<file path="src/design/vn_pkg.sv">
// Shared types and constants for the vector normalize pipeline.
`timescale 1ns / 1ps
package vn_pkg;
   localparam int FRAC_BITS = 30;
   localparam int QUOT_BITS = FRAC_BITS + 1;
   localparam int UNIT_BITS = 32;
   localparam int LANES     = 3;

   typedef struct packed {
      logic             valid;
      logic             zero;
      logic [LANES-1:0] neg;
   } vn_ctl_type;
endpackage

</file>
<file path="src/design/vn_front.sv">
// Front stages: component magnitudes, squares and squared length.
`timescale 1ns / 1ps
module vn_front
   import vn_pkg::*;
#(
   parameter int CB = 16
) (
   input  logic                            clock,
   input  logic                            reset,
   input  logic                            adv,
   input  logic                            in_valid,
   input  logic [LANES-1:0][CB-1:0]        comp,
   output vn_ctl_type                      ctl_out,
   output logic [2*CB-1:0]                 sum_out,
   output logic [LANES-1:0][2*CB+63:0]     rem_out
);
   localparam int SW = 2 * CB;
   localparam int RW = 2 * CB + 64;

   logic [LANES-1:0][CB-1:0] mag;
   logic [LANES-1:0]         neg;
   logic [LANES-1:0][SW-1:0] sq_ff;
   logic [LANES-1:0]         neg_ff;
   logic                     valid_ff;
   logic [SW-1:0]            sum_in;
   vn_ctl_type               ctl_ff;
   logic [SW-1:0]            sum_ff;
   logic [LANES-1:0][RW-1:0] rem_ff;

   always_comb begin
      for (int i = 0; i < LANES; i++) begin
         neg[i] = comp[i][CB-1];
         mag[i] = neg[i] ? (~comp[i] + CB'(1)) : comp[i];
      end
      sum_in = sq_ff[0] + sq_ff[1] + sq_ff[2];
   end

   always_ff @(posedge clock) begin
      if (reset) begin
         valid_ff     <= 1'b0;
         ctl_ff.valid <= 1'b0;
      end else if (adv) begin
         valid_ff     <= in_valid;
         ctl_ff.valid <= valid_ff;
      end
      if (adv) begin
         for (int i = 0; i < LANES; i++) begin
            sq_ff[i]  <= SW'(mag[i]) * SW'(mag[i]);
            rem_ff[i] <= RW'(sq_ff[i]) << (2 * FRAC_BITS);
         end
         neg_ff      <= neg;
         ctl_ff.neg  <= neg_ff;
         ctl_ff.zero <= (sum_in == '0);
         sum_ff      <= sum_in;
      end
   end

   assign ctl_out = ctl_ff;
   assign sum_out = sum_ff;
   assign rem_out = rem_ff;
endmodule

</file>
<file path="config.mk">
export PLATFORM = sky130hd
export DESIGN_NAME = vn_front
export DESIGN_NICKNAME = d
export VERILOG_FILES = /design/src/design/vn_pkg.sv /design/src/design/vn_front.sv
export SDC_FILE = /design/constraint.sdc
export NUM_CORES = 2
export LEC_CHECK = 0
export BUFFER_PORTS_ARGS = -buffer_cell sky130_fd_sc_hd__buf_2
export CAP_MARGIN = 20
export CORE_ASPECT_RATIO = 1.5
export CORE_MARGIN = 3
export CORE_UTILIZATION = 50
export DETAILED_ROUTE_END_ITERATION = 8
export PLACE_DENSITY = 0.73
export SYNTH_ARGS = -nofsm -noshare
export SYNTH_HDL_FRONTEND = slang
export SYNTH_SLANG_ARGS = --single-unit
</file>
<file path="constraint.sdc">
create_clock -name clock -period 10.5 [get_ports clock]
set_input_delay 2.1 -clock clock [delete_from_list [all_inputs] [get_ports clock]]
set_output_delay 2.1 -clock clock [all_outputs]
set_load 0.005 [all_outputs]
</file>
==> impl_metrics.json <==
{
  "dp_cells": 4346,
  "cp-start-kind": "input pin",
  "ys_types": 78,
  "finalHoldViolCount": 0,
  "clock_latency_ps": 600,
  "cts_buffer_depth": 3,
  "r2r_slack_ps": 5810,
  "cts_max_level": 1,
  "worst_clock_skew_ps": 18.61,
  "crit_path_end_kind": "register",
  "crit_path_start": "comp[2]",
  "pre_cts_slack_ps": 455.4,
  "r2r-start": "sq_ff[68]",
  "setup_tns_ps": 0,
  "gp_congestion": 0.9530,
  "hold_path.class": "register to register",
  "cp_slowest_stage_delay_ps": 600,
  "vias": 22900,
  "placed_area_um2": 34190,
  "antenna_cells": 0,
  "yosys_warnings": 0,
  "async_reset_ff_share_pct": 0,
  "wl_per_cell_um": 18.56,
  "min_path_cells": 0,
  "post_cts_resized": 0,
  "numCtsBuffers": 26,
  "wl_met3_mm": 5.940,
  "netlist.area_leader.share_pct": 32.02,
  "netlist_area_um2": 32570,
  "dp_hpwl_mm": 68.82,
  "reg2reg_to": "ctl_out[3]",
  "drv_slew": 0,
  "ys_seq_area_share_pct": 20.87,
  "drc": 0,
  "cap_violations": 0,
  "status": "finished clean",
  "grt_pass1_wl_mm": 128.6,
  "synth_seq_cells": 227,
  "synth_top_area_cell": "fa_1",
  "detail-route-antenna-nets": 0,
  "required_ps": 10840,
  "crit_path_max_fanout": 8,
  "via_per_inst": 5.214,
  "grt_pass1_vias": 24220,
  "max_freq_mhz": 105.0,
  "wl_met1_mm": 28.53,
  "dieArea_um2": 68300,
  "holdBufCountCts": 0,
  "core_area_um2": 64470,
  "die_x_um": 214.4,
  "cp.arrival_ps": 9860,
  "antenna_found_initial": 6,
  "setup-violations-final": 0,
  "yosys_most_used_dff": "edfxtp_1",
  "worstHoldEndpoint": "ctl_out[2]",
  "timing.final.crit_period_ps": 9524,
  "reg2regPathDepth": 11,
  "cp_slowest_cell": "xor2_1",
  "fp-row-count": 114,
  "ios": 377,
  "relSlewSlack_pct": 32.42,
  "yosysMostFrequentCell": "inv_1",
  "drive_gt1_share_pct": 8.887,
  "io_buffers": 181,
  "rsz0062_at_grt": "no",
  "syn_area_per_cell_um2": 10.00,
  "gr-usage-all-layers_pct": 24.30,
  "start_util_pct": 50.52,
  "worst_pin_slew_ps": 1014,
  "hold_path_startpoint": "neg_ff[2]",
  "finalCritPeriodShare_pct": 90.70,
  "postCtsSetupBuffers": 0,
  "drtIter0Drc": 1527,
  "critical_path_class": "input pin to register",
  "area_growth_pct": 7.822,
  "synthTopCellsByArea": "fa_1 32%, edfxtp_1 21%, ha_1 12%, inv_1 7.9%, buf_4 4.5%",
  "worst_slack_ps": 976.2,
  "top_layer": "met5",
  "nNetsFinal": 4396,
  "grt_max_degree": 95,
  "final_area_um2": 35120,
  "drt_pass1_iterations": 6,
  "final_cells": 4392,
  "ys_top_cells_by_count": "687 x inv_1, 521 x fa_1, 319 x ha_1",
  "cts-root-buf": "clkbuf_16",
  "clk_pin_slew_ps": 80,
  "wl_met2_mm": 39.95,
  "grt.overflow.total": 0,
  "synth_cells": 3256,
  "routed_wl_mm": 81.53,
  "cts_tree": "done",
  "synth-edff-count": 225,
  "cts.sinks": 227,
  "crit_top_cell": "fa_1",
  "die_h_um": 318.6
}
## through the flow
stage / hold WS (ps) / util (%)
final: 422.5 / 54.47
after global routing: 428.4 / 54.47
after CTS: 424.2 / 54.47
after detailed placement: 405.6 / 53.03
after global placement: 401.7 / 53.03
after floorplan: 400.3 / -
## cells by family (layout without fill, tap and decap cells)
kind of cell,Yosys count,after routing,synth area share [%]
mux,8,8,0.2497
flops,227,227,20.87
xor+xnor,159,159,4.299
simple gates,716,716,9.750
fa+ha+maj,840,840,44.28
buf+inv,956,993,13.34
compound gates,348,348,7.192
other cells,2,231,0.02306
## cell type report
type                       instances  area, µm²
multi-input combinational       2302      22290
tap                              870       1089
clock inverter                    20      276.5
clock buffer                      26      650.6
inverter                         706       2650
fill                            5768      29360
timing repair buffer             241       1366
sequential                       227       6797
## state kept, by name (all words and copies together) (netlist names)
| register | count |
|---|---|
| neg_ff | 3 |
| rem_out | 93 |
| valid_ff | 1 |
| sum_out | 32 |
| ctl_out | 5 |
| sq_ff | 93 |
## layout by cell type (no fill, tap or decap), types with 26 or more instances in the layout
cell	Yosys	final
inv_1	687	687
fa_1	521	521
ha_1	319	319
nand2_1	265	265
nor2_1	249	249
conb_1	2	231
edfxtp_1	225	225
buf_2	0	180
xnor2_1	103	103
a21oi_1	78	78
o21ai_0	65	65
buf_4	196	60
xor2_1	55	55
a21o_1	54	54
nor3_1	36	36
nand3_1	31	31
nand2b_1	26	26
clkbuf_16	0	26
## layer usage
| layer | vias to the layer above | GRT usage [%] |
|---|---|---|
| met5 | - | 0 |
| li1 | 10400 | - |
| met2 | 940 | 41.82 |
| met1 | 11300 | 27.63 |
| met3 | 261 | 3.780 |
| met4 | 6 | 17.16 |
## critical path: cells and delay by family
kind            cells  cell delay, ps
compound gates      7            1930
xor+xnor            2             720
fa+ha+maj           7            3280
buf+inv             6             680
simple gates        7            1120
## how the worst max path moves through the flow
stage	endpoint	slack (ps)
floorplan	sq_ff[63]	580
global placement	sq_ff[31]	640
detailed placement	sq_ff[31]	460
CTS	sq_ff[31]	1070
global route	sq_ff[31]	390
finish	sq_ff[31]	980
Power is not shown: default switching activity piles up to over one toggle a cycle in this logic, so the estimate is an artifact.
