## config.mk

```make
export PLATFORM = sky130hd
export DESIGN_NAME = vn_cell
export DESIGN_NICKNAME = d
export VERILOG_FILES = /design/src/design/vn_pkg.sv /design/src/design/vn_cell.sv
export SDC_FILE = /design/constraint.sdc
export NUM_CORES = 2
export LEC_CHECK = 0
export ABC_CLOCK_PERIOD_IN_PS = 15600
export BUFFER_PORTS_ARGS = -buffer_cell sky130_fd_sc_hd__buf_2
export CAP_MARGIN = 20
export CORE_AREA = 3 3 548 550
export CTS_CLUSTER_SIZE = 20
export DETAILED_ROUTE_END_ITERATION = 16
export DIE_AREA = 0 0 551 553
export PLACE_DENSITY_LB_ADDON = 0.2
export SLEW_MARGIN = 20
export SYNTH_ARGS = -nofsm -noshare
export SYNTH_HDL_FRONTEND = slang
export SYNTH_SLANG_ARGS = --single-unit
```

## constraint.sdc

```tcl
create_clock -name clock -period 15.6 [get_ports clock]
set_input_delay 1.56 -clock clock [delete_from_list [all_inputs] [get_ports clock]]
set_output_delay 1.56 -clock clock [all_outputs]
set_load 0.03 [all_outputs]
```

## src/design/vn_pkg.sv

```systemverilog
// Shared types and constants for the vector normalize pipeline.
`timescale 1ns / 1ps
package vn_pkg;
   localparam int FRAC_BITS = 30;
   localparam int QUOT_BITS = FRAC_BITS + 1;
   localparam int UNIT_BITS = 32;
   localparam int LANES     = 3;

   typedef struct packed {
      logic             valid;
      logic             zero;
      logic [LANES-1:0] neg;
   } vn_ctl_type;
endpackage

```

## src/design/vn_cell.sv

```systemverilog
// One quotient-bit cell of the normalize chain, all three lanes.
`timescale 1ns / 1ps
module vn_cell
   import vn_pkg::*;
#(
   parameter int CB  = 16,
   parameter int BIT = 0
) (
   input  logic                             clock,
   input  logic                             reset,
   input  logic                             adv,
   input  vn_ctl_type                       ctl_in,
   input  logic [2*CB-1:0]                  sum_in,
   input  logic [LANES-1:0][2*CB+63:0]      rem_in,
   input  logic [LANES-1:0][2*CB+63:0]      prod_in,
   input  logic [LANES-1:0][QUOT_BITS-1:0]  quot_in,
   output vn_ctl_type                       ctl_out,
   output logic [2*CB-1:0]                  sum_out,
   output logic [LANES-1:0][2*CB+63:0]      rem_out,
   output logic [LANES-1:0][2*CB+63:0]      prod_out,
   output logic [LANES-1:0][QUOT_BITS-1:0]  quot_out
);
   localparam int SW = 2 * CB;
   localparam int RW = 2 * CB + 64;

   logic [LANES-1:0][RW-1:0]        trial;
   logic [LANES-1:0]                fits;
   logic [LANES-1:0][RW-1:0]        rem_in_v;
   logic [LANES-1:0][RW-1:0]        prod_in_v;
   logic [LANES-1:0][QUOT_BITS-1:0] quot_in_v;
   vn_ctl_type                      ctl_ff;
   logic [SW-1:0]                   sum_ff;
   logic [LANES-1:0][RW-1:0]        rem_ff;
   logic [LANES-1:0][RW-1:0]        prod_ff;
   logic [LANES-1:0][QUOT_BITS-1:0] quot_ff;

   always_comb begin
      for (int i = 0; i < LANES; i++) begin
         trial[i] = (prod_in[i] << (BIT + 1)) + (RW'(sum_in) << (2 * BIT));
         fits[i]  = (rem_in[i] >= trial[i]);
         rem_in_v[i]  = fits[i] ? (rem_in[i] - trial[i]) : rem_in[i];
         prod_in_v[i] = fits[i] ? (prod_in[i] + (RW'(sum_in) << BIT)) : prod_in[i];
         quot_in_v[i] = quot_in[i] | (QUOT_BITS'(fits[i]) << BIT);
      end
   end

   always_ff @(posedge clock) begin
      if (reset) begin
         ctl_ff.valid <= 1'b0;
      end else if (adv) begin
         ctl_ff.valid <= ctl_in.valid;
      end
      if (adv) begin
         ctl_ff.zero <= ctl_in.zero;
         ctl_ff.neg  <= ctl_in.neg;
         sum_ff      <= sum_in;
         rem_ff      <= rem_in_v;
         prod_ff     <= prod_in_v;
         quot_ff     <= quot_in_v;
      end
   end

   assign ctl_out  = ctl_ff;
   assign sum_out  = sum_ff;
   assign rem_out  = rem_ff;
   assign prod_out = prod_ff;
   assign quot_out = quot_ff;
endmodule
```

==> out/metrics.csv <==
metric,value,unit
outcome,"complete, no violations",
cts_buffers,103,
synth_nets,8241,
cpPeakStageDelay,0.85,ns
cts_hold_buffers,0,
grt_setup_unrepaired,false,
grt_max_degree,190,
dpl_cell_area,72800,um2
max_cap_violations,0,
power.total,8.30,mW
min_period,9.75,ns
cp.arrival,10.31,ns
place.gp.congestion,0.958,
port-buffer-count,1414,
start_kind,primary input,
synth_seq_cells,706,
row_count,200,
cts_root_buf,clkbuf_16,
syn_area,61600,um2
die_width,551,um
r2r_end,ctl_out[4],
synth_edf_count,705,
chipHeight,553,um
yosysTopAreaCellShare,34.4,%
worstSetupPathType,primary input to flop,
relSlewSlack,25.4,%
clk_latency,0.78,ns
dr.first_iter.drc_count,5724,
p_leak,30.9,nW
antenna_found_initial,156,
clk_path_buf_depth,4,
viasPerCell,5.03,
layout.nets,9497,
worst_slew_pin_slew,1.12,ns
grt_pass1_vias,60600,
synth_area_per_cell,8.74,um2
hold_path.class,flop to flop,
drv_slew,0,
netlist-cell-type-count,98,
drc,0,
yosys.area.top_type,edfxtp_1,
grt_pass1_wl,502,mm
cp.buffers_inverters,3,
async_flop_share,0,%
ant_nets,0,
fin_crit_sh,62.5,%
synth_cells,7046,
grt_use_total,23.4,%
synth_area_leaders,"edfxtp_1 (34%), ha_1 (9.7%), xnor2_1 (6.0%)",
cp_slowest_cell,or2_4,
fp.coreArea,296000,um2
hold-path-endpoint,ctl_out[4],
cp.depth,26,
cts_max_level,3,
crit_family,compound AO/OA/AOI/OAI gates,
setup_violations,0,
cts_resized,0,
num_vias,62300,
clock_skew,0,ns
post-cts-setup-buffers,0,
boundaryPins,1415,
drtPass1Iterations,5,
synth-warning-count,0,
dp_hpwl,317,mm
synth-main-ff-cell,edfxtp_1,
finalHoldViolCount,0,
worstHoldStart,ctl_out[4],
critPathRequiredTime,16.16,ns
tns,0,ns
r2r_cells,2,
cp-end-kind,flop,
whs_path_depth,2,
power_density,109,nW/um2
area_delta_synth_final,23.7,%
clock.fmax,103,MHz
finalInstanceArea,76200,um2
wl_per_cell,30.2,um
ys_seq_area_share,34.4,%
rr_startpoint,ctl_out[4],
fp.dieArea,305000,um2
start_util,20.8,%
wl,375,mm
crit_fanout,78,
cts_tree,yes,
clk_pin_slew,0.06,ns
r2r_setup_slack,15.02,ns
overflow,0,
clock_sinks,706,
drive_above_1_share,21.2,%
peakVddDrop,0.0804,mV
==> cell usage in the layout (no fill, tap or decap), types with 84 or more instances in the layout <==
cell type	instances
buf_2	1413
a21oi_1	710
edfxtp_1	705
nand2_1	667
nor2_1	608
ha_1	477
xnor2_1	424
xor2_1	380
o21ai_0	309
a21o_1	295
nand3_1	270
nand4_1	207
inv_1	186
nor3_1	169
o21ai_1	129
and3_1	121
clkbuf_16	105
o21bai_1	98
buf_4	84
==> area by class of cell <==
cell class                      count  area [um2]
Inverter                          186         698
Clock buffer                      121        2690
Clock inverter                     58         528
Multi-Input combinational cell   5806       38200
Fill cell                       32600      220000
Antenna cell                       75         188
Tap cell                         3939        4930
Timing Repair Buffer             1499        7740
Sequential cell                   706       21200
==> power by group <==
group,internal [mW],switching [mW],leakage [nW],total [mW]
sequential,2.39,0.146,6.91,2.54
clock,1.34,1.02,1.55,2.36
combinational,1.03,2.37,22.4,3.40
total,4.76,3.54,30.9,8.30
==> flip-flops by register name, summed over array words and instances, names as in the netlist <==
register and cells:
sum_out 32, prod_out 288, ctl_out 5, rem_out 288, quot_out 93
==> worst register-to-register path, stage by stage (launching register included) <==
cell and delay, ns:
dfxtp_1 0.30, mux2i_1 0.12, nor2_1 0.05
==> synth_stat cells, types with 59 or more instances <==
cell type and instances:
a21oi_1 710, edfxtp_1 705, nand2_1 667, nor2_1 609
ha_1 477, xnor2_1 424, xor2_1 380, o21ai_0 310
a21o_1 295, nand3_1 270, clkbuf_1 245, nand4_1 207
inv_1 186, nor3_1 170, o21ai_1 129, and3_1 121
o21bai_1 98, o21a_1 68, or3_1 65, buf_2 63
nand2b_1 62, a31oi_1 59, nor4_1 59
==> layer usage <==
layer  part of all wire, %  vias up  track usage [%]
met5                 0.078        -                0
met4                   4.3       42             9.02
met1                    41    30400             28.7
met2                    48     2750             40.3
met3                   6.5      499             4.13
li1                      -    28600                -
==> logic make-up (layout without fill, tap and decap cells) <==
| family | count (synthesis) | in the layout | share of synthesized area, % |
|---|---|---|---|
| buf+inv | 534 | 1864 | 3.64 |
| compound gates | 2001 | 2001 | 20.3 |
| other cells | 0 | 75 | 0 |
| xor+xnor | 804 | 804 | 11.4 |
| fa+ha+maj | 486 | 486 | 9.98 |
| simple gates | 2474 | 2474 | 19.6 |
| mux | 41 | 41 | 0.721 |
| flops | 706 | 706 | 34.4 |
==> per-stage QoR <==
stage          hold slack [ns]  setup slack (ns)  std cells  utilization (%)
2_1_floorplan            0.630              8.34       7046                -
3_3_place_gp             0.470              5.04      12100             24.6
3_5_place_dp             0.483              4.80      12100             24.6
4_1_cts                  0.497              5.69      12300             25.7
5_1_grt                  0.556              5.24      12400             25.7
6_report                 0.491              5.85      12400             25.7
==> worst max path at each step <==
| stage | startpoint | end | slack [ns] |
|---|---|---|---|
| 6_report | sum_in[2] | prod_out[51] | 5.85 |
| 5_1_grt | sum_in[2] | prod_out[43] | 5.24 |
| 4_1_cts | sum_in[2] | prod_out[53] | 5.69 |
| 3_5_place_dp | sum_in[2] | prod_out[69] | 4.80 |
| 3_3_place_gp | sum_in[2] | prod_out[69] | 5.04 |
| 2_1_floorplan | sum_in[1] | prod_out[53] | 8.34 |
Note: power is estimated with default switching activity, not from simulation.
